<file path="config.mk">
export PLATFORM = sky130hd
export DESIGN_NAME = swq_log
export DESIGN_NICKNAME = d
export VERILOG_FILES = /design/src/swq_pkg.sv /design/src/swq_log.sv
export SDC_FILE = /design/constraint.sdc
export NUM_CORES = 2
export LEC_CHECK = 0
export BUFFER_PORTS_ARGS = -buffer_cell sky130_fd_sc_hd__buf_4
export CORE_MARGIN = 3
export CORE_UTILIZATION = 65
export DETAILED_ROUTE_END_ITERATION = 12
export PLACE_DENSITY = 0.91
export SYNTH_ARGS = -nofsm -noshare
export SYNTH_HDL_FRONTEND = slang
export SYNTH_SLANG_ARGS = --single-unit
</file>
<file path="constraint.sdc">
create_clock -name clk -period 9.7 [get_ports clk]
set_clock_uncertainty 0.2 [all_clocks]
set_input_delay 1.94 -clock clk [delete_from_list [all_inputs] [get_ports clk]]
set_output_delay 1.94 -clock clk [all_outputs]
set_load 0.005 [all_outputs]
</file>
<file path="src/swq_pkg.sv">
// ----------------------------------------------------------------------------
// swq_pkg
// Shared constants and types for the waterfall quantiser.
// ----------------------------------------------------------------------------
package swq_pkg;

	localparam int BINS_PER_FRAME = 206;
	localparam int HISTORY_FRAMES = 10;
	localparam int MEM_DEPTH      = BINS_PER_FRAME * HISTORY_FRAMES;
	localparam int ADDR_W         = $clog2(MEM_DEPTH);
	localparam int POS_W          = $clog2(BINS_PER_FRAME);
	localparam int SLOT_W         = $clog2(HISTORY_FRAMES);
	localparam int MAG_W          = 48;
	localparam int SUM_W          = MAG_W + 4;
	localparam int DB_W           = 18;

	localparam logic signed [DB_W-1:0] DB_FLOOR    = -18'sd51200;
	localparam logic signed [DB_W-1:0] LOWER_RESET = -18'sd20480;
	localparam logic [17:0] TEN_LOG10_2 = 18'd197283;
	localparam logic [10:0] AGC_FACTOR  = 11'd1311;

	localparam logic [1:0] REG_AVG_LEN = 2'd0;
	localparam logic [1:0] REG_REF     = 2'd1;
	localparam logic [1:0] REG_UPPER   = 2'd2;

	typedef enum logic [3:0] {
		ST_IDLE,
		ST_CLEAR,
		ST_WRITE,
		ST_READ,
		ST_DIV,
		ST_NORM,
		ST_LOG,
		ST_DB,
		ST_CLAMP,
		ST_CODE,
		ST_OUT,
		ST_AGC
	} state_t;

endpackage

</file>
<file path="src/swq_log.sv">
// ----------------------------------------------------------------------------
// swq_log
// log2 in Q12: leading-one search then twelve squaring steps, one a cycle.
// ----------------------------------------------------------------------------
module swq_log (
	input  logic                       clk,
	input  logic                       arst_n,
	input  logic                       start,
	input  logic [swq_pkg::MAG_W:0]    x,
	output logic                       done,
	output logic [17:0]                log2_q12
);
	import swq_pkg::*;

	logic [MAG_W:0]  x_q;
	logic [5:0]      e_q;
	logic [31:0]     m_q;
	logic [11:0]     frac_q;
	logic [3:0]      cnt_q;
	logic [1:0]      phase_q;
	logic [63:0]     sq;
	logic [33:0]     sq_sh;
	logic [5:0]      lead;
	logic [78:0]     xs;

	// index of the leading one; the highest set bit wins
	always_comb begin
		lead = '0;
		for (int i = 0; i <= MAG_W; i++) begin
			if (x_q[i]) begin
				lead = 6'(i);
			end
		end
	end

	assign xs    = {30'd0, x_q} << 30;
	assign sq    = m_q * m_q;
	assign sq_sh = sq[63:30];

	always_ff @(posedge clk or negedge arst_n) begin
		if (!arst_n) begin
			phase_q <= '0;
			done    <= 1'b0;
			cnt_q   <= '0;
		end else begin
			done <= 1'b0;
			if (start) begin
				phase_q <= 2'd1;
			end else if (phase_q == 2'd1) begin
				phase_q <= 2'd2;
				cnt_q   <= 4'd12;
			end else if (phase_q == 2'd2) begin
				cnt_q <= cnt_q - 4'd1;
				if (cnt_q == 4'd1) begin
					phase_q <= 2'd0;
					done    <= 1'b1;
				end
			end
		end
	end

	always_ff @(posedge clk) begin
		if (start) begin
			x_q <= x;
		end else if (phase_q == 2'd1) begin
			e_q    <= lead;
			m_q    <= 32'(xs >> lead);
			frac_q <= '0;
		end else if (phase_q == 2'd2) begin
			if (sq_sh[31]) begin
				m_q    <= sq_sh[32:1];
				frac_q <= {frac_q[10:0], 1'b1};
			end else begin
				m_q    <= sq_sh[31:0];
				frac_q <= {frac_q[10:0], 1'b0};
			end
		end
	end

	assign log2_q12 = {e_q, frac_q};
endmodule

</file>
==> metrics <==
status=completed; Area Growth Syn to Fin=5.789%; post-route setup TNS=0 ps; slowest cell on the critical path=inv_1; first-pass GRT wire length=155,800 µm; final hold vios=0; fin worst setup slack=351.1 ps; fraction of layout cells with a size suffix above 1=6.644%; core area=0.05329 mm²; initial antenna violation count=1; CTS Hold Bufs=0; CTS Sinks=106; Worst Max-Slew Pin Slew=1058 ps; Routed Antenna Nets=0; detail-routed net length per standard cell=21.97 µm; Chip Height=239.6 µm; die area=0.05741 mm²; vias in the first global route=30,070; FF-to-FF Start=m_q[10]$_DFFE_PP_; total number of vias=27,410; Setup violations, final=0; Initial DRC Count=3,404; FMAX=107.0 MHz; Ys Warns=0; CTS tree=built; ys async rst share=6.604%; Cell variety after synth=95; max incr delay on CP=590 ps; top-area cell type share of the netlist area=45.49%; DP Area=0.03684 mm²; FP Rows=84; CP startpoint kind=flip-flop; Seq/Total Area, Yosys=8.875%; fill cell total of the finished layout=3,630; Mapped Cells=3,742; remaining global-route overflow=0; max cap viols=0; dominant synthesized flop cell=edfxtp_1; WP data required=9660 ps; Die W=239.6 µm; Root Buffer=clkbuf_16; Synth Register Bits=106; EDFF count, synth=99; Slew Viols, Final=0; DP HPWL=80,420 µm; worst-path maximum fanout=28; RSZ-0062 raised after global routing=no; drt via density=6.115; cell area after synthesis=0.03547 mm²; clock-pin transition on the worst setup and hold timing paths=80 ps; Initial Utilization=66.57%; crit-path most repeated cell=fa_1; worst-skew pair later-pin latency=360 ps; Layout Cells excl Fill=4,483; synth top area cells=fa_1 45%, inv_1 11%, ha_1 9.6%; RePlAce Congestion=0.9925; largest net degree at the start of global routing=59; Inst Count DP=4,429; # nets final=4,917; worst hold path startpoint=cnt_q[3]$_DFFE_PN0P_; Worst Setup End Kind=flip-flop; Routed WL=98,490 µm; CTS H-tree lvls=3; Slew HR=29.44%; final instance area=0.03752 mm²; Synth area leader=fa_1; # DRC=0; # port buffers=70; io pins=71; TritonCTS buffer count=9; syn_nets=4,871; worst slack, placed=206.9 ps; Worst Hold Class=flip-flop to flip-flop; all-layer global routing usage=35.17%; Synth Area per Inst=9.479 µm²; minimum clock period=9349 ps; critical path class=flip-flop to flip-flop; period utilization=96.38%; Max Root-Sink Buffers=2; first drt pass iteration count=9; CP startpoint=m_q[10]$_DFFE_PP_; critical path arrival=9310 ps
registers in the layout (all words and copies together), names as in the netlist:
register and flops:
cnt_q 4, done 1, e_q 6, frac_q 12
m_q 32, phase_q 2, x_q 49
cell type report:
class	count	area, µm²	share of cell area (%)
diodes	2	5.005	0.01334
clock buffers	9	225.2	0.6002
clock inverters	7	62.56	0.1667
inverters	1012	3810	10.15
multi-input cells	2475	27910	74.39
flip-flops and latches	106	3148	8.389
well taps	688	860.8	2.294
repair buffers	184	1498	3.991
synth_stat cells, drive strengths merged, types with 17 or more instances:
master,number
xnor2,34
nor2,168
nand2,354
ha,271
inv,1006
mux2i,81
fa,806
a21oi,87
edfxtp,99
and2,193
buf,30
a21o,26
o211ai,19
nor3,31
clkbuf,119
o21ai,68
a211oi,27
nand3,23
nor2b,24
a31oi,17
cells by family after synthesis:
logic type | after synthesis | synth area share, %
simple gates | 878 | 11.79
compound gates | 371 | 7.147
fa+ha+maj | 1077 | 55.05
mux | 100 | 3.390
xor+xnor | 49 | 1.231
flops | 106 | 8.875
buf+inv | 1161 | 12.52
critical path, delay by kind of cell, from the launching register on:
family / cells / cell delay (ps)
DFF: 1 / 420
buffers and inverters: 8 / 1200
adders and majority gates: 9 / 4450
xor gates and xnor gates: 1 / 380
AOI/OAI and AO/OA: 6 / 1610
and+or+nand+nor: 5 / 880
timing repair:
| action | CTS | global route |
|---|---|---|
| resized for setup | 0 | 4 |
| buffers inserted | 0 | 36 |
| endpoints found under the setup margin | 0 | 25 |
through the flow:
step	util [%]	hold slack, ps
2_1_floorplan	-	251.3
3_3_place_gp	69.14	274.9
3_5_place_dp	69.14	284.1
4_1_cts	69.68	297.7
5_1_grt	70.41	337.8
6_report	70.42	293.9
per-layer routing:
metal	track usage [%]	vias up	routed length, µm
li1	-	11490	-
met1	42.64	13620	33100
met2	58.79	1804	47640
met3	8.543	497	11250
met4	18.33	0	6496
met5	0	-	0
final timing paths:
check	endpoint	slack [ps]	cells past startpoint
hold / removal	cnt_q[3]$_DFFE_PN0P_	290	1
max in group asynchronous	cnt_q[2]$_DFFE_PN0P_	8000	1
min in group asynchronous	cnt_q[1]$_DFFE_PN0P_	1180	1
hold reg to reg	cnt_q[3]$_DFFE_PN0P_	290	1
setup reg to reg	m_q[24]$_DFFE_PP_	350	29
setup / recovery	m_q[24]$_DFFE_PP_	350	29
cell usage in the layout (no fill, tap or decap), types with 33 or more instances in the layout:
master,instances
ha_1,270
and2_1,193
fa_1,806
buf_4,174
xnor2_1,33
edfxtp_1,99
o21ai_0,65
nand2_1,353
inv_1,1001
mux2i_1,78
nor2_1,164
a21oi_1,86
Power is not shown: default switching activity piles up to over one toggle a cycle in this logic, so the estimate is an artifact.
