## config.mk

```make
export PLATFORM = sky130hd
export DESIGN_NAME = swq_ram
export DESIGN_NICKNAME = d
export VERILOG_FILES = /design/src/swq_ram.sv
export SDC_FILE = /design/constraint.sdc
export NUM_CORES = 1
export LEC_CHECK = 0
export BUFFER_PORTS_ARGS = -buffer_cell sky130_fd_sc_hd__buf_2
export CAP_MARGIN = 10
export CORE_MARGIN = 2
export CORE_UTILIZATION = 55
export DETAILED_ROUTE_END_ITERATION = 8
export PLACE_DENSITY = 0.72
export SLEW_MARGIN = 20
export SYNTH_ARGS = -nofsm -noshare
export SYNTH_HDL_FRONTEND = slang
export SYNTH_SLANG_ARGS = --single-unit
```

## constraint.sdc

```tcl
create_clock -name clk -period 2 [get_ports clk]
set_input_delay 0.2 -clock clk [delete_from_list [all_inputs] [get_ports clk]]
set_output_delay 0.2 -clock clk [all_outputs]
set_load 0.05 [all_outputs]
```

## src/swq_ram.sv

```systemverilog
// ----------------------------------------------------------------------------
// swq_ram
// Generic single-port synchronous RAM with registered read.
// ----------------------------------------------------------------------------
module swq_ram #(
	parameter int WIDTH = 8,
	parameter int DEPTH = 16
) (
	input  logic                     clk,
	input  logic                     we,
	input  logic [$clog2(DEPTH)-1:0] addr,
	input  logic [WIDTH-1:0]         wdata,
	output logic [WIDTH-1:0]         rdata
);
	logic [WIDTH-1:0] mem_q [DEPTH];

	always_ff @(posedge clk) begin
		if (we) begin
			mem_q[addr] <= wdata;
		end
		rdata <= mem_q[addr];
	end
endmodule

```

==> results of run 1 <==
==> metrics by stage <==
stage	setup WS, ns	cell area (um2)	total power, mW	std cells	hold WS [ns]
after floorplan	0.3070	5067	3.491	230	0.2989
after global placement	0.3438	5426	3.610	371	0.5724
after detailed placement	0.2989	5426	3.621	371	0.5937
after CTS	0.6323	6055	6.831	403	0.05098
after global routing	0.5188	6055	6.982	403	0.06801
final	0.6308	6055	6.785	403	0.07566
==> per-layer routing <==
layer  part of all wire, %  up-vias  routed length (um)  track usage (%)
met5                     0        -                   0                0
met4                  0.91        0                  83            8.535
met3                   4.5        6                 412            5.223
met2                    52       75                4765            33.47
met1                    42     1202                3830            25.88
li1                      -     1059                   -                -
==> flip-flops by register name, indices dropped and copies added, names as in the netlist <==
register	count
rdata	8
mem_q	128
==> area by class of cell <==
type / instances / area, um2 / area share [%]
sequential: 136 / 4004 / 66.13
clock buffer: 21 / 459.2 / 7.584
clock inverter: 11 / 168.9 / 2.790
timing repair buffer: 41 / 280.3 / 4.629
tap: 111 / 138.9 / 2.294
multi-input combinational: 83 / 1003 / 16.57
==> power by group through the flow <==
stage               Sequential (mW)  Combinational [mW]  Clock, mW
floorplan                      3.33               0.164          0
finish                         3.21               0.357       3.22
global placement               3.26               0.349          0
detailed placement             3.26               0.358          0
global route                   3.21               0.384       3.39
CTS                            3.21               0.361       3.26
==> worst max-delay path by stage <==
stage / from / endpoint / slack [ns] / depth (start not counted)
2_1_floorplan: addr[2] / mem_q[0][0] / 0.31 / 2
3_3_place_gp: addr[2] / mem_q[0][0] / 0.34 / 4
3_5_place_dp: addr[2] / mem_q[0][0] / 0.30 / 4
4_1_cts: mem_q[3][0] / rdata[0] / 0.63 / 3
5_1_grt: mem_q[3][0] / rdata[0] / 0.52 / 3
6_report: mem_q[3][0] / rdata[0] / 0.63 / 3
==> worst max-delay path, stage by stage (launching register included) <==
cell	delay [ns]
edfxtp_1	0.36
mux4_2	0.48
a22oi_1	0.31
nand2_1	0.09
==> cell families after synthesis <==
group,count (synthesis),share of synthesized area (%)
AOI/OAI and AO/OA,16,2.370
muxes,32,14.22
and+or+nand+nor,35,3.210
buffers and inverters,11,1.185
DFF,136,79.01
==> layout by cell type (no fill, tap or decap), types with 8 or more instances in the layout <==
cell type / instances
dfxtp_1: 8
edfxtp_1: 128
mux4_2: 32
nor2_1: 13
nand2_1: 9
buf_4: 18
buf_2: 21
a22oi_1: 16
clkbuf_16: 16
==> parameters.txt, run 1 <==
Parameter                              Value

Yosys
  Share of flip-flops with an asynchronous set or reset    0%
  Synthesis-stage register bit count    136
  Most frequently used flop master after synthesis    edfxtp_1
  Post-synth top area share    roughly three quarters
  Count of distinct cell types in the synthesized netlist    18
  Number of warnings issued by yosys    0
  List of most frequent post-synthesis cells    edfxtp_1, mux4_2, a22oi_1, nor2_1, nand2_1
  Netlist area before placement    5067 um2
  Biggest area contributors in the synthesized netlist    edfxtp_1, mux4_2, dfxtp_1
  Dominant cell by count in the synthesized netlist    edfxtp_1
  Synthesized instance count    230
  Post-synth EDFFs    128
  Fraction of the yosys area taken by sequential cells    between 70% and 80%
  Average footprint of a synthesized cell    22.03 um2
  Post-Synthesis Net Count    244
  Cell taking the most area after synthesis    edfxtp_1

GRT
  Antenna violations before repair    0
  Global-route wire length before repair    14270 um
  Gr usage total    20.25%
  Total congestion overflow    0
  Vias in the first global route    2473
  Pin count of the biggest net entering global routing    40

STA
  Layout Skew    0.005982 ns
  RSZ-0062 raised after global routing    no
  Minimum clock period    1.369 ns
  Final Hold Violating Endpoints    0
  Worst relative slew slack    roughly 58%
  Count of pins over their slew limit    0
  Worst-margin pin slew    0.6332 ns
  Setup TNS    0 ns
  Maximum frequency from static timing analysis    between 700 and 800 MHz
  Total setup violations reported at the end of the flow    0
  Share of the cycle needed by the critical path after routing    68.46%

Setup path
  Required time of the critical path    2.39 ns
  Kind of critical path    reg -> reg
  Critical Path End Type    flip-flop
  Crit Path Max Fanout    1
  Critical register-to-register path endpoint    rdata[0]
  Number of cells on the worst reg-to-reg path    3
  Minimum setup slack among reg-to-reg paths    roughly 0.63 ns
  Crit path launch type    flip-flop
  Worst flop-to-flop path startpoint    mem_q[3][0]
  Arrival @ worst endpoint    1.76 ns

Finish
  Share of cells above drive strength 1    35.96%
  Filler cell count in the final layout    569
  Share of the core filled with cells in the final layout    about 66%
  Total inserted antenna cells    0
  Final net count    293
  Area delta synth->final    19.48%

Floorplan
  Std-Cell Rows    35
  Die Ht    99.99 um
  Count of pins on the block boundary    22
  Die Area    9997 um2
  Overall die width    99.99 um
  Total core area    around 9000 um2
  Starting Density    55.63%

Power and ir drop
  Reg power frac    47.2%
  Psw    1.347 mW
  Internal Power    5.438 mW
  Part of the power in combinational logic    under 10%
  LEAKAGE    2.029 nW
  IR drop worst, VDD    ~0.52 mV
  Pwr/cell area    1121 nW/um2
  Proportion of power drawn by the clock network    47.5%
  Proportion of total power due to net switching    19.85%

Min path
  Worst hold stages    1
  Min-Delay Startpoint    wdata[2]
  End of the worst hold path    mem_q[3][2]
  Path category of the worst min-delay check    in -> reg

Drt
  Detail Route Antenna Nets    0
  Total via count in the routed design    around 2.3k
  Final Routed Wirelength    around 9000 um
  Average wire per standard cell    22.56 um
  Number of optimization iterations in the first detailed-route pass    4
  Remaining design rule violation count    0
  Number of DRC markers after the initial detailed-route iteration    123
  Vias/cell    a little under 6

CTS
  CTS Buf Count    17
  Post CTS Setup Buffer Count    0
  CTS tree    yes
  Number of hold buffers added after cts    0
  H-Tree Level Count    4
  CTS sink cnt    136
  Root buffer cell    clkbuf_8
  Gates resized, CTS repair    0
  Insertion delay of the later-clocked pin in the worst-skew pair    0.51 ns
  Buffer levels on the longest clock path    2
  Clock transition time at the flip-flop clock pins of the worst setup and hold paths    0.06 ns

Status
  Run status    completed

Placement
  RePlAce Congestion    0.7364
  PortBufs    21
  DPL Wire Length    5831 um

Run
  Total of max-cap violations    0
(Power assumes the default switching activity.)
==> run 2: changes to the inputs <==
- CORE_UTILIZATION: 55 -> 54
- PLACE_DENSITY: 0.72 -> 0.74
- clock period: 2 -> 1.15 ns (I/O delays scaled with it)
==> run 2 against run 1 <==
The flow now finishes with violations (negative setup slack). Register-to-register slack worse by 0.80 ns. Die area is 1.8% higher. Non-clock buffer count is 24 higher. Fmax is 3.9% higher. Sequential share of layout area is 5.1 points lower. Utilization is 5.4 points higher. Final area is 8.7% higher. Cell count is 6.0% higher. Highest routed layer unchanged.
==> parameters.txt, run 2 (same netlist as run 1, synthesis figures left out) <==
Parameter                              Value

Drt
  Detail Route Antenna Nets    0
  Vias/cell    5.965
  Average wire per standard cell    24.02 um
  Final Routed Wirelength    roughly 10000 um
  Total via count in the routed design    2547
  Number of DRC markers after the initial detailed-route iteration    169
  Number of optimization iterations in the first detailed-route pass    4
  Remaining design rule violation count    0

Floorplan
  Count of pins on the block boundary    22
  Total core area    9153 um2
  Std-Cell Rows    35
  Overall die width    100.9 um
  Starting Density    55.37%
  Die Area    10170 um2
  Die Ht    100.9 um

Setup path
  Slowest cell on the critical path    mux4_2
  Required time of the critical path    1.53 ns
  Kind of critical path    reg -> reg
  Critical Path Max Stage Delay    0.47 ns
  Buffers & Inverters on Critical Path    0
  Arrival @ worst endpoint    1.70 ns
  Ordered cell list for the critical path    mux4_2 > a22oi_2 > nand2_1
  Crit path launch type    flip-flop
  Crit Path Max Fanout    1
  Kind of cell adding the most delay to the critical path    multiplexers
  Critical Path End Type    flip-flop

STA
  RSZ-0062 raised after global routing    yes
  Minimum clock period    1.318 ns
  Minimum setup slack in the final design    -0.1683 ns
  Worst-margin pin slew    1.014 ns
  Worst relative slew slack    32.23%
  Maximum frequency from static timing analysis    758.6 MHz
  Total setup violations reported at the end of the flow    8
  Layout Skew    0.006061 ns
  Count of pins over their slew limit    0
  Final Hold Violating Endpoints    0
  Share of the cycle needed by the critical path after routing    114.6%
  Setup TNS    -0.9186 ns
  Fin Hold WS    around 0.24 ns

Finish
  Top register by number of flip-flops    mem_q
  Most frequent cells in the layout    edfxtp_1, mux4_2, buf_4
  Area delta synth->final    29.88%
  Share of cells above drive strength 1    49.37%
  Final net count    about 320
  Number of flip-flops under the largest register name    128
  Most frequent standard cell in the layout excluding fill and tap cells    edfxtp_1
  Largest registers in the final layout    mem_q (128), rdata (8)
  Total inserted antenna cells    0
  Non-Filler Instances    427

Placement
  DPL Wire Length    6509 um
  Number of placed cells counting well taps    387
  Place WS    -0.4036 ns
  PortBufs    21
  RePlAce Congestion    between 0.7 and 0.8

GRT
  Pin count of the biggest net entering global routing    20
  Antenna violations before repair    0
  Total congestion overflow    0
  Vias in the first global route    2584
  Gr usage total    between 20 and 25%
  Global-route wire length before repair    ~16000 um

Run
  Total of max-cap violations    0

Min path
  Path category of the worst min-delay check    in -> reg

CTS
  Buffer levels on the longest clock path    2
  H-Tree Level Count    4
  CTS tree    yes
  CTS Buf Count    17
  Clock transition time at the flip-flop clock pins of the worst setup and hold paths    ~0.060 ns
  CTS sink cnt    136
  Root buffer cell    clkbuf_8
  Post CTS Setup Buffer Count    0
  Insertion delay of the later-clocked pin in the worst-skew pair    0.51 ns

Power and ir drop
  Internal Power    between 9 and 10 mW
  Psw    2.444 mW
  Proportion of power drawn by the clock network    46.4%
  Overall power    11.99 mW
  Pwr/cell area    1821 nW/um2
  IR drop worst, VDD    1.102 mV
  Reg power frac    between 40% and 50%
  Part of the power in combinational logic    6.9%
  LEAKAGE    2.206 nW
  Proportion of total power due to net switching    20.39%

Status
  Run status    complete, but fails checks
  Violations in the final reports    negative setup slack
run 2: path summary, 6_finish.rpt:
kind,depth (start not counted),start,slack [ns],endpoint
max,3,mem_q[1][2],-0.17,rdata[2]
min,3,addr[3],0.24,mem_q[1][0]
min reg2reg,3,mem_q[7][4],0.68,rdata[4]
max reg2reg,3,mem_q[1][2],-0.17,rdata[2]
run 2: per-layer routing:
metal,GRT usage (%),vias to the layer above,share of wire (%)
met4,8.957,0,1.4
li1,-,1109,-
met1,31.51,1320,41
met2,34.87,106,51
met5,0,-,0
met3,5.062,12,5.8
run 2: power groups by stage:
stage	sequential [mW]	clock (mW)	combinational (mW)
2_1_floorplan	5.79	0	0.343
3_3_place_gp	5.68	0	0.707
3_5_place_dp	5.68	0	0.723
4_1_cts	5.60	5.65	0.809
5_1_grt	5.60	5.88	0.873
6_report	5.60	5.57	0.824
run 2: worst min-delay path: cells and delay by family:
kind / cells / cell delay, ns
AND/OR/NAND/NOR: 2 / 0.32
buffers and inverters: 1 / 0.13
run 2: cell type report:
type	instances	area (um2)
repair buffers	65	608.1
well taps	111	138.9
clock inverters	11	170.2
clock buffers	21	449.2
flip-flops and latches	136	4014
fillers	511	2571
multi-input cells	83	1201
run 2: stage by stage:
stage	instance area (um2)	util (%)
floorplan	5248	-
global placement	5752	62.84
detailed placement	5752	62.84
CTS	6529	71.33
global route	6581	71.91
finish	6581	71.91
run 2: what timing repair did:
item / CTS / global route
endpoints found under the setup margin: 16 / 16
pin swaps: 5 / 6
hold buffers: 7 / 1
resized for setup: 27 / 11
gates cloned: 0 / 0
endpoints found under the hold margin: 112 / 12
