--- config.mk ---
export PLATFORM = sky130hd
export DESIGN_NAME = swq_div
export DESIGN_NICKNAME = d
export VERILOG_FILES = /design/src/swq_pkg.sv /design/src/swq_div.sv
export SDC_FILE = /design/constraint.sdc
export NUM_CORES = 1
export LEC_CHECK = 0
export ABC_AREA = 0
export ABC_CLOCK_PERIOD_IN_PS = 3000
export BUFFER_PORTS_ARGS = -buffer_cell sky130_fd_sc_hd__buf_2
export CAP_MARGIN = 10
export CORE_MARGIN = 3
export CORE_UTILIZATION = 35
export DETAILED_ROUTE_END_ITERATION = 16
export PLACE_DENSITY = 0.59
export SETUP_SLACK_MARGIN = 0.15
export SLEW_MARGIN = 10
export SYNTH_ARGS = -nofsm -noshare
export SYNTH_HDL_FRONTEND = slang
export SYNTH_SLANG_ARGS = --single-unit
--- constraint.sdc ---
create_clock -name clk -period 3 [get_ports clk]
set_clock_uncertainty 0.05 [all_clocks]
set_input_delay 0.3 -clock clk [delete_from_list [all_inputs] [get_ports clk]]
set_output_delay 0.3 -clock clk [all_outputs]
set_load 0.05 [all_outputs]
--- src/swq_pkg.sv ---
// ----------------------------------------------------------------------------
// swq_pkg
// Shared constants and types for the waterfall quantiser.
// ----------------------------------------------------------------------------
package swq_pkg;

	localparam int BINS_PER_FRAME = 206;
	localparam int HISTORY_FRAMES = 10;
	localparam int MEM_DEPTH      = BINS_PER_FRAME * HISTORY_FRAMES;
	localparam int ADDR_W         = $clog2(MEM_DEPTH);
	localparam int POS_W          = $clog2(BINS_PER_FRAME);
	localparam int SLOT_W         = $clog2(HISTORY_FRAMES);
	localparam int MAG_W          = 48;
	localparam int SUM_W          = MAG_W + 4;
	localparam int DB_W           = 18;

	localparam logic signed [DB_W-1:0] DB_FLOOR    = -18'sd51200;
	localparam logic signed [DB_W-1:0] LOWER_RESET = -18'sd20480;
	localparam logic [17:0] TEN_LOG10_2 = 18'd197283;
	localparam logic [10:0] AGC_FACTOR  = 11'd1311;

	localparam logic [1:0] REG_AVG_LEN = 2'd0;
	localparam logic [1:0] REG_REF     = 2'd1;
	localparam logic [1:0] REG_UPPER   = 2'd2;

	typedef enum logic [3:0] {
		ST_IDLE,
		ST_CLEAR,
		ST_WRITE,
		ST_READ,
		ST_DIV,
		ST_NORM,
		ST_LOG,
		ST_DB,
		ST_CLAMP,
		ST_CODE,
		ST_OUT,
		ST_AGC
	} state_t;

endpackage

--- src/swq_div.sv ---
// ----------------------------------------------------------------------------
// swq_div
// Restoring divider, one quotient bit per cycle (sum over frame count).
// ----------------------------------------------------------------------------
module swq_div (
	input  logic                       clk,
	input  logic                       arst_n,
	input  logic                       start,
	input  logic [swq_pkg::SUM_W-1:0]  dividend,
	input  logic [3:0]                 divisor,
	output logic                       done,
	output logic [swq_pkg::SUM_W-1:0]  quotient
);
	import swq_pkg::*;

	logic [SUM_W-1:0] q_q;
	logic [4:0]       rem_q;
	logic [5:0]       cnt_q;
	logic             busy_q;
	logic [4:0]       trial;
	logic             ge;

	assign trial = {rem_q[3:0], q_q[SUM_W-1]};
	assign ge    = trial >= {1'b0, divisor};

	always_ff @(posedge clk or negedge arst_n) begin
		if (!arst_n) begin
			busy_q <= 1'b0;
			cnt_q  <= '0;
			done   <= 1'b0;
		end else begin
			done <= 1'b0;
			if (start) begin
				busy_q <= 1'b1;
				cnt_q  <= 6'(SUM_W);
			end else if (busy_q) begin
				cnt_q <= cnt_q - 6'd1;
				if (cnt_q == 6'd1) begin
					busy_q <= 1'b0;
					done   <= 1'b1;
				end
			end
		end
	end

	always_ff @(posedge clk) begin
		if (start) begin
			q_q   <= dividend;
			rem_q <= '0;
		end else if (busy_q) begin
			rem_q <= ge ? (trial - {1'b0, divisor}) : trial;
			q_q   <= {q_q[SUM_W-2:0], ge};
		end
	end

	assign quotient = q_q;
endmodule

==> flow_metrics.env, run 1 <==
export IMPL_drive_above_1_share_pct=58.7
export IMPL_port_buffers=111
export IMPL_clock_latency_ns=0.33
export IMPL_post_route_period_util_pct=61.6
export IMPL_drc=0
export IMPL_num_rows=32
export IMPL_synth_top_area_share_pct=53.6
export IMPL_crit_type="flip-flop to flip-flop"
export IMPL_seqPwrFrac_pct=44.8
export IMPL_yosysUniqueCellTypes=33
export IMPL_grt_max_degree=45
export IMPL_utilization_pct=47.8
export IMPL_crit_reg2reg_launch="rem_q[1]"
export IMPL_drtIter0Drc=99
export IMPL_synth_flop_cell="edfxtp_1"
export IMPL_die_w_um=97.2
export IMPL_cts_resized=0
export IMPL_post_place_ws_ns=0.904
export IMPL_max_cap_viol_count=0
export IMPL_worstSetupEndpointType="flip-flop"
export IMPL_numCtsBuffers=9
export IMPL_crit_path_max_fanout=5
export IMPL_p_switching_w=0.000878
export IMPL_cp_startpoint="rem_q[1]"
export IMPL_viasPerCell=4.66
export IMPL_gr_usage_all_layers_pct=13.3
export IMPL_num_antenna_cells=0
export IMPL_power_density_nw_per_um2=690
export IMPL_gp_congestion=0.805
export IMPL_synthTopCellsByArea="edfxtp_1, mux2_2, dfrtp_1"
export IMPL_seqCellArea_um2=1840
export IMPL_h_tree_depth=3
export IMPL_ant_nets=0
export IMPL_cts_tree="built"
export IMPL_grt_first_pass_wirelength_um=10000
export IMPL_min_path_type="primary input to flip-flop"
export IMPL_power_frac_comb_pct=28.8
export IMPL_overflow=0
export IMPL_die_h_um=97.2
export IMPL_slew_violations=0
export IMPL_swShare_pct=33.7
export IMPL_crit_required_ns=3.04
export IMPL_synth_seq_cells=64
export IMPL_hp_start="dividend[15]"
export IMPL_n_fill_cell=723
export IMPL_vdd_drop_max_mv=0.376
export IMPL_cp_slowest_cell="dfxtp_1"
export IMPL_root_buffer="clkbuf_8"
export IMPL_yosysTopAreaCell="edfxtp_1"
export IMPL_p_int_w=0.00172
export IMPL_rsz0062_at_grt="false"
export IMPL_p_clk_share_pct=26.4
export IMPL_setup_violations=0
export IMPL_syn_avg_cell_area_um2=15.4
export IMPL_antenna_found_initial=0
export IMPL_hold_worst_slack_ns=0.216
export IMPL_die_area_um2=9450
export IMPL_cpPeakStageDelay_ns=0.33
export IMPL_arrival_ns=1.88
export IMPL_dp_hpwl_um=4380
export IMPL_cp_endpoint="quotient[0]"
export IMPL_crit_chain="ha_1, or2_1, o221a_4, or2_4, mux2_2"
export IMPL_hold_viol=0
export IMPL_area_growth_syn_to_layout_pct=29.6
export IMPL_startpoint_type="flip-flop"
export IMPL_postSynth_asyncResetShare_pct=12.5
export IMPL_clkTransAtPathRegs_ns=0.07
export IMPL_synth_edf_count=52
export IMPL_r2r_setup_slack_ns=1.15
export IMPL_status="finished clean"
export IMPL_fin_nets=372
export IMPL_fin_ws_ns=1.15
export IMPL_placed_cells=396
export IMPL_reg2reg_depth=5
export IMPL_via_count=1920
export IMPL_max_freq_mhz=541
export IMPL_p_leak_nw=1.63
export IMPL_clkSinkCount=64
export IMPL_clk_path_buf_depth=2
export IMPL_synthCells=189
export IMPL_ys_warnings_count=0
export IMPL_ios=112
export IMPL_dr_pass1_iters=4
export IMPL_synth_nets=255
export IMPL_worst_pin_slew_ns=0.755
export IMPL_yosysSeqAreaShare_pct=63.3
export IMPL_synth_cell_area_um2=2910
export IMPL_post_route_min_period_ns=1.85
export IMPL_multi_input_area_um2=1000
export IMPL_slew_headroom_pct=49.6
export IMPL_worstReg2RegEnd="quotient[0]"
export IMPL_wire_per_inst_um=14.9
export IMPL_fp_coreArea_um2=7890
export IMPL_final_cells=412
export IMPL_wl_um=6150
export IMPL_grt_pass1_vias=1999
export IMPL_finalSetupTns_ns=0
export IMPL_initial_core_util_pct=36.9
synthesized netlist by cell type (2+ instances only):
master     n
buf_2      5
clkbuf_1   3
dfrtp_1    8
dfxtp_1    4
edfxtp_1  52
ha_1       6
inv_1      9
mux2_2    52
nand2_1    6
nand2b_1   3
nor2_1     8
nor2b_1    2
nor3_1     4
nor4b_1    2
o21ai_0    3
xnor2_1    3
xor2_1     3
kinds of logic after synthesis:
logic type / count (synthesis) / synth area share (%)
adders and majority gates: 7 / 3.27
AOI/OAI and AO/OA: 11 / 3.14
muxes: 52 / 20.1
and+or+nand+nor: 32 / 6.02
buffers and inverters: 17 / 2.41
DFF: 64 / 63.3
xor gates and xnor gates: 6 / 1.81
power groups by stage:
stage / clock (W) / sequential [W] / combinational [W]
5_1_grt: 0.000758 / 0.00118 / 0.000803
4_1_cts: 0.000718 / 0.00117 / 0.000757
2_1_floorplan: 0 / 0.00148 / 0.000268
3_3_place_gp: 0 / 0.00118 / 0.000749
3_5_place_dp: 0 / 0.00118 / 0.000755
6_report: 0.000686 / 0.00117 / 0.000750
cell usage in the layout, fill, tap and decap left out, types with 4 or more instances in the layout:
cell type	count
inv_1	8
dfxtp_1	4
mux2_2	52
clkbuf_8	9
nor3_1	4
nor2_1	8
dfrtp_1	8
ha_1	6
buf_2	111
edfxtp_1	52
nand2_1	6
registers in the layout, indices dropped and copies added (netlist names):
| signal | cells |
|---|---|
| cnt_q | 6 |
| busy_q | 1 |
| done | 1 |
| quotient | 52 |
| rem_q | 4 |
per-stage QoR:
stage	instance area [um^2]	total power (W)
after floorplan	2910	0.00175
after global placement	3590	0.00193
after detailed placement	3590	0.00194
after CTS	3770	0.00264
after global routing	3770	0.00274
final	3770	0.00260
critical path: cells and delay by family (launching register included):
family / cells / cell delay [ns]
and+or+nand+nor: 2 / 0.50
adders and majority gates: 1 / 0.22
DFF: 1 / 0.33
muxes: 1 / 0.26
AOI/OAI and AO/OA: 1 / 0.25
final cells by class:
class,instances,share of cell area [%]
Clock buffer,10,3.38
Clock inverter,5,1.29
Inverter,9,0.896
Multi-Input combinational cell,108,26.5
Sequential cell,64,48.8
Tap cell,102,3.38
Timing Repair Buffer,114,15.7
metal layers:
layer,global-route usage [%],wire (um),up-vias
li1,-,-,940
met1,17.0,2670,896
met2,20.9,2900,73
met3,3.95,443,11
met4,6.05,137,0
met5,0,0,-
how the worst min path moves through the flow:
| stage | endpoint | slack (ns) | cells past startpoint |
|---|---|---|---|
| detailed placement | done | 0.11 | 1 |
| global placement | done | 0.11 | 1 |
| global route | quotient[3] | 0.20 | 2 |
| finish | quotient[15] | 0.22 | 2 |
| CTS | quotient[34] | 0.19 | 2 |
| floorplan | busy_q | -0.05 | 0 |
timing repair:
item                      CTS  global route
hold buffers                1             0
hold endpoints to repair    8             0
buffers inserted            0             0
Power figures use the tool's default switching activity.
==> run 2: changes to the inputs <==
--- a/config.mk
+++ b/config.mk
@@ -5,14 +5,14 @@
 export SDC_FILE = /design/constraint.sdc
 export NUM_CORES = 1
 export LEC_CHECK = 0
-export ABC_AREA = 0
-export ABC_CLOCK_PERIOD_IN_PS = 3000
+export ABC_AREA = 1
+export ABC_CLOCK_PERIOD_IN_PS = 1500
 export BUFFER_PORTS_ARGS = -buffer_cell sky130_fd_sc_hd__buf_2
 export CAP_MARGIN = 10
 export CORE_MARGIN = 3
 export CORE_UTILIZATION = 35
 export DETAILED_ROUTE_END_ITERATION = 16
-export PLACE_DENSITY = 0.59
+export PLACE_DENSITY = 0.62
 export SETUP_SLACK_MARGIN = 0.15
 export SLEW_MARGIN = 10
 export SYNTH_ARGS = -nofsm -noshare
==> constraint.sdc (replaced) <==
create_clock -name clk -period 1.5 [get_ports clk]
set_clock_uncertainty 0.05 [all_clocks]
set_input_delay 0.15 -clock clk [delete_from_list [all_inputs] [get_ports clk]]
set_output_delay 0.15 -clock clk [all_outputs]
set_load 0.05 [all_outputs]
==> flow_metrics.env, run 2 <==
export IMPL_n_fill_cell=750
export IMPL_crit_required_ns=1.68
export IMPL_max_cap_viol_count=0
export IMPL_p_switching_w=0.00194
export IMPL_antenna_found_initial=0
export IMPL_max_freq_mhz=698
export IMPL_synthMuxAreaShare_pct=0
export IMPL_yosysTopAreaCell="edfxtp_1"
export IMPL_yosysSeqAreaShare_pct=62.5
export IMPL_layout_commonest_cell="nand2_1"
export IMPL_post_route_period_util_pct=95.5
export IMPL_num_rows=32
export IMPL_grt_max_degree=46
export IMPL_synth_xor_area_share_pct=0.297
export IMPL_synthCells=313
export IMPL_clkTransAtPathRegs_ns=0.08
export IMPL_p_clk_share_pct=31.2
export IMPL_initial_core_util_pct=37.2
export IMPL_min_path_type="primary input to flip-flop"
export IMPL_synthTopCellsByArea="edfxtp_1, nand2_1, dfrtp_1"
export IMPL_drtIter0Drc=74
export IMPL_arrival_ns=1.61
export IMPL_setup_violations=0
export IMPL_synth_top_family_by_area="simple AND/OR/NAND/NOR gates"
export IMPL_synth_edf_count=52
export IMPL_drc=0
export IMPL_p_leak_nw=2.06
export IMPL_seqPwrFrac_pct=40.6
export IMPL_worstReg2RegEnd="rem_q[1]"
export IMPL_power_density_nw_per_um2=1450
export IMPL_die_area_um2=9550
export IMPL_whs_path_depth=3
export IMPL_fp_coreArea_um2=7930
export IMPL_synth_common_cells="nand2_1, edfxtp_1, inv_1, buf_2"
export IMPL_ys_warnings_count=0
export IMPL_fin_ws_ns=0.0671
export IMPL_die_h_um=97.7
export IMPL_rsz0062_at_grt="true"
export IMPL_h_tree_depth=3
export IMPL_post_route_min_period_ns=1.43
export IMPL_root_buffer="clkbuf_8"
export IMPL_gr_usage_all_layers_pct=14.3
export IMPL_synth_flop_cell="edfxtp_1"
export IMPL_synth_compound_area_share_pct=2.17
export IMPL_reg2reg_depth=6
export IMPL_synth_simple_area_share_pct=27.1
export IMPL_slew_headroom_pct=70.8
export IMPL_clock_latency_ns=0.34
export IMPL_synth_nets=379
export IMPL_clkSinkCount=64
export IMPL_fin_nets=498
export IMPL_synth_top_area_share_pct=53.0
export IMPL_swShare_pct=33.8
export IMPL_hold_end="quotient[22]"
export IMPL_seqCellArea_um2=1840
export IMPL_port_buffers=111
export IMPL_yosysMostFrequentCell="nand2_1"
export IMPL_postSynth_asyncResetShare_pct=12.5
export IMPL_worstSetupEndpointType="flip-flop"
export IMPL_synth_cell_area_um2=2950
export IMPL_startpoint_type="flip-flop"
export IMPL_status="finished clean"
export IMPL_largest_reg_flops=52
export IMPL_grt_pass1_vias=2387
export IMPL_syn_avg_cell_area_um2=9.41
export IMPL_dp_hpwl_um=5140
export IMPL_vdd_drop_max_mv=0.621
export IMPL_finalSetupTns_ns=0
export IMPL_synth_seq_cells=64
export IMPL_numCtsBuffers=9
export IMPL_wire_per_inst_um=12.8
export IMPL_r2r_setup_slack_ns=0.07
export IMPL_overflow=0
export IMPL_p_int_w=0.00380
export IMPL_slew_violations=0
export IMPL_dr_pass1_iters=5
export IMPL_drive_above_1_share_pct=35.5
export IMPL_via_count=2432
export IMPL_power_frac_comb_pct=28.2
export IMPL_clk_path_buf_depth=2
export IMPL_crit_reg2reg_launch="quotient[51]"
export IMPL_die_w_um=97.7
export IMPL_yosysUniqueCellTypes=26
export IMPL_gp_congestion=0.793
export IMPL_viasPerCell=4.51
export IMPL_grt_first_pass_wirelength_um=11100
export IMPL_cts_tree="built"
export IMPL_final_cell_mix="nand2_1, buf_2, edfxtp_1"
export IMPL_wl_um=6910
export IMPL_area_growth_syn_to_layout_pct=34.7
export IMPL_crit_path_max_fanout=2
export IMPL_final_cells=539
export IMPL_post_place_ws_ns=0.0577
export IMPL_hp_start="dividend[22]"
export IMPL_hold_viol=0
export IMPL_multi_input_area_um2=1020
export IMPL_ios=112
export IMPL_placed_cells=521
export IMPL_worst_pin_slew_ns=0.438
export IMPL_num_antenna_cells=0
export IMPL_crit_type="flip-flop to flip-flop"
export IMPL_synth_adder_area_share_pct=3.23
export IMPL_ant_nets=0
==> run 2: cell count changes after synthesis, sizes merged, moves of 3 or more <==
cell,change
nand2,+167
mux2,-52
inv,+12
nand3,+7
buf,+6
a21oi,+5
nor2,+4
nor3,-4
nand2b,-3
nand4,+3
xnor2,-3
==> run 2: worst max path at each step <==
stage                       from           to
floorplan           quotient[51]     rem_q[2]
global placement    quotient[51]     rem_q[2]
detailed placement      rem_q[1]  quotient[0]
CTS                 quotient[51]     rem_q[2]
global route        quotient[51]     rem_q[1]
finish              quotient[51]     rem_q[1]
==> run 2: logic make-up after synthesis <==
group,count (synthesis)
AND/OR/NAND/NOR,197
flip-flops,64
buffers and inverters,33
adder cells (fa/ha/maj),7
XOR/XNOR,1
AO/OA/AOI/OAI,11
==> run 2: area by class of cell <==
class / instances / share of cell area [%]
multi-input cells: 216 / 25.7
clock inverters: 7 / 3.03
clock buffers: 9 / 3.12
inverters: 21 / 2.05
flip-flops and latches: 64 / 46.5
well taps: 102 / 3.22
repair buffers: 120 / 16.4
==> run 2: what timing repair did <==
| action | in CTS | in global routing |
|---|---|---|
| endpoints found under the setup margin | 5 | 5 |
| resized for setup | 3 | 5 |
| setup buffers | 1 | 0 |
| hold buffers | 1 | 0 |
| pin swaps | 3 | 7 |
| endpoints found under the hold margin | 8 | 0 |
==> run 2: worst max-delay path, stage by stage, from the launching register on <==
cell	delay [ns]
edfxtp_1	0.37
inv_2	0.06
ha_4	0.16
fa_2	0.51
nand2_1	0.06
nand3_2	0.06
nand2_1	0.05
==> run 2: power groups by stage <==
stage          registers, W  logic [W]  clock network [W]
6_report            0.00233    0.00162            0.00179
4_1_cts             0.00233    0.00160            0.00183
3_5_place_dp        0.00236    0.00156                  0
2_1_floorplan       0.00286   0.000686                  0
3_3_place_gp        0.00235    0.00153                  0
5_1_grt             0.00236    0.00177            0.00191
==> run 2: through the flow <==
step	hold WS [ns]	instance area, um^2	total power (W)	util [%]
6_report	0.0297	3970	0.00574	50.0
5_1_grt	0.0269	3970	0.00604	50.0
4_1_cts	0.0120	3950	0.00577	49.8
3_5_place_dp	-0.0431	3670	0.00393	46.3
3_3_place_gp	-0.0479	3670	0.00389	46.3
2_1_floorplan	-0.196	2970	0.00354	-
==> run 2: metal layers <==
| layer | routed length, um | up-vias | part of all wire (%) | global-route usage, % |
|---|---|---|---|---|
| met4 | 157 | 0 | 2.3 | 7.67 |
| li1 | - | 1238 | - | - |
| met2 | 3440 | 71 | 50 | 24.1 |
| met1 | 2890 | 1109 | 42 | 17.1 |
| met5 | 0 | - | 0 | 0 |
| met3 | 418 | 14 | 6.1 | 3.14 |
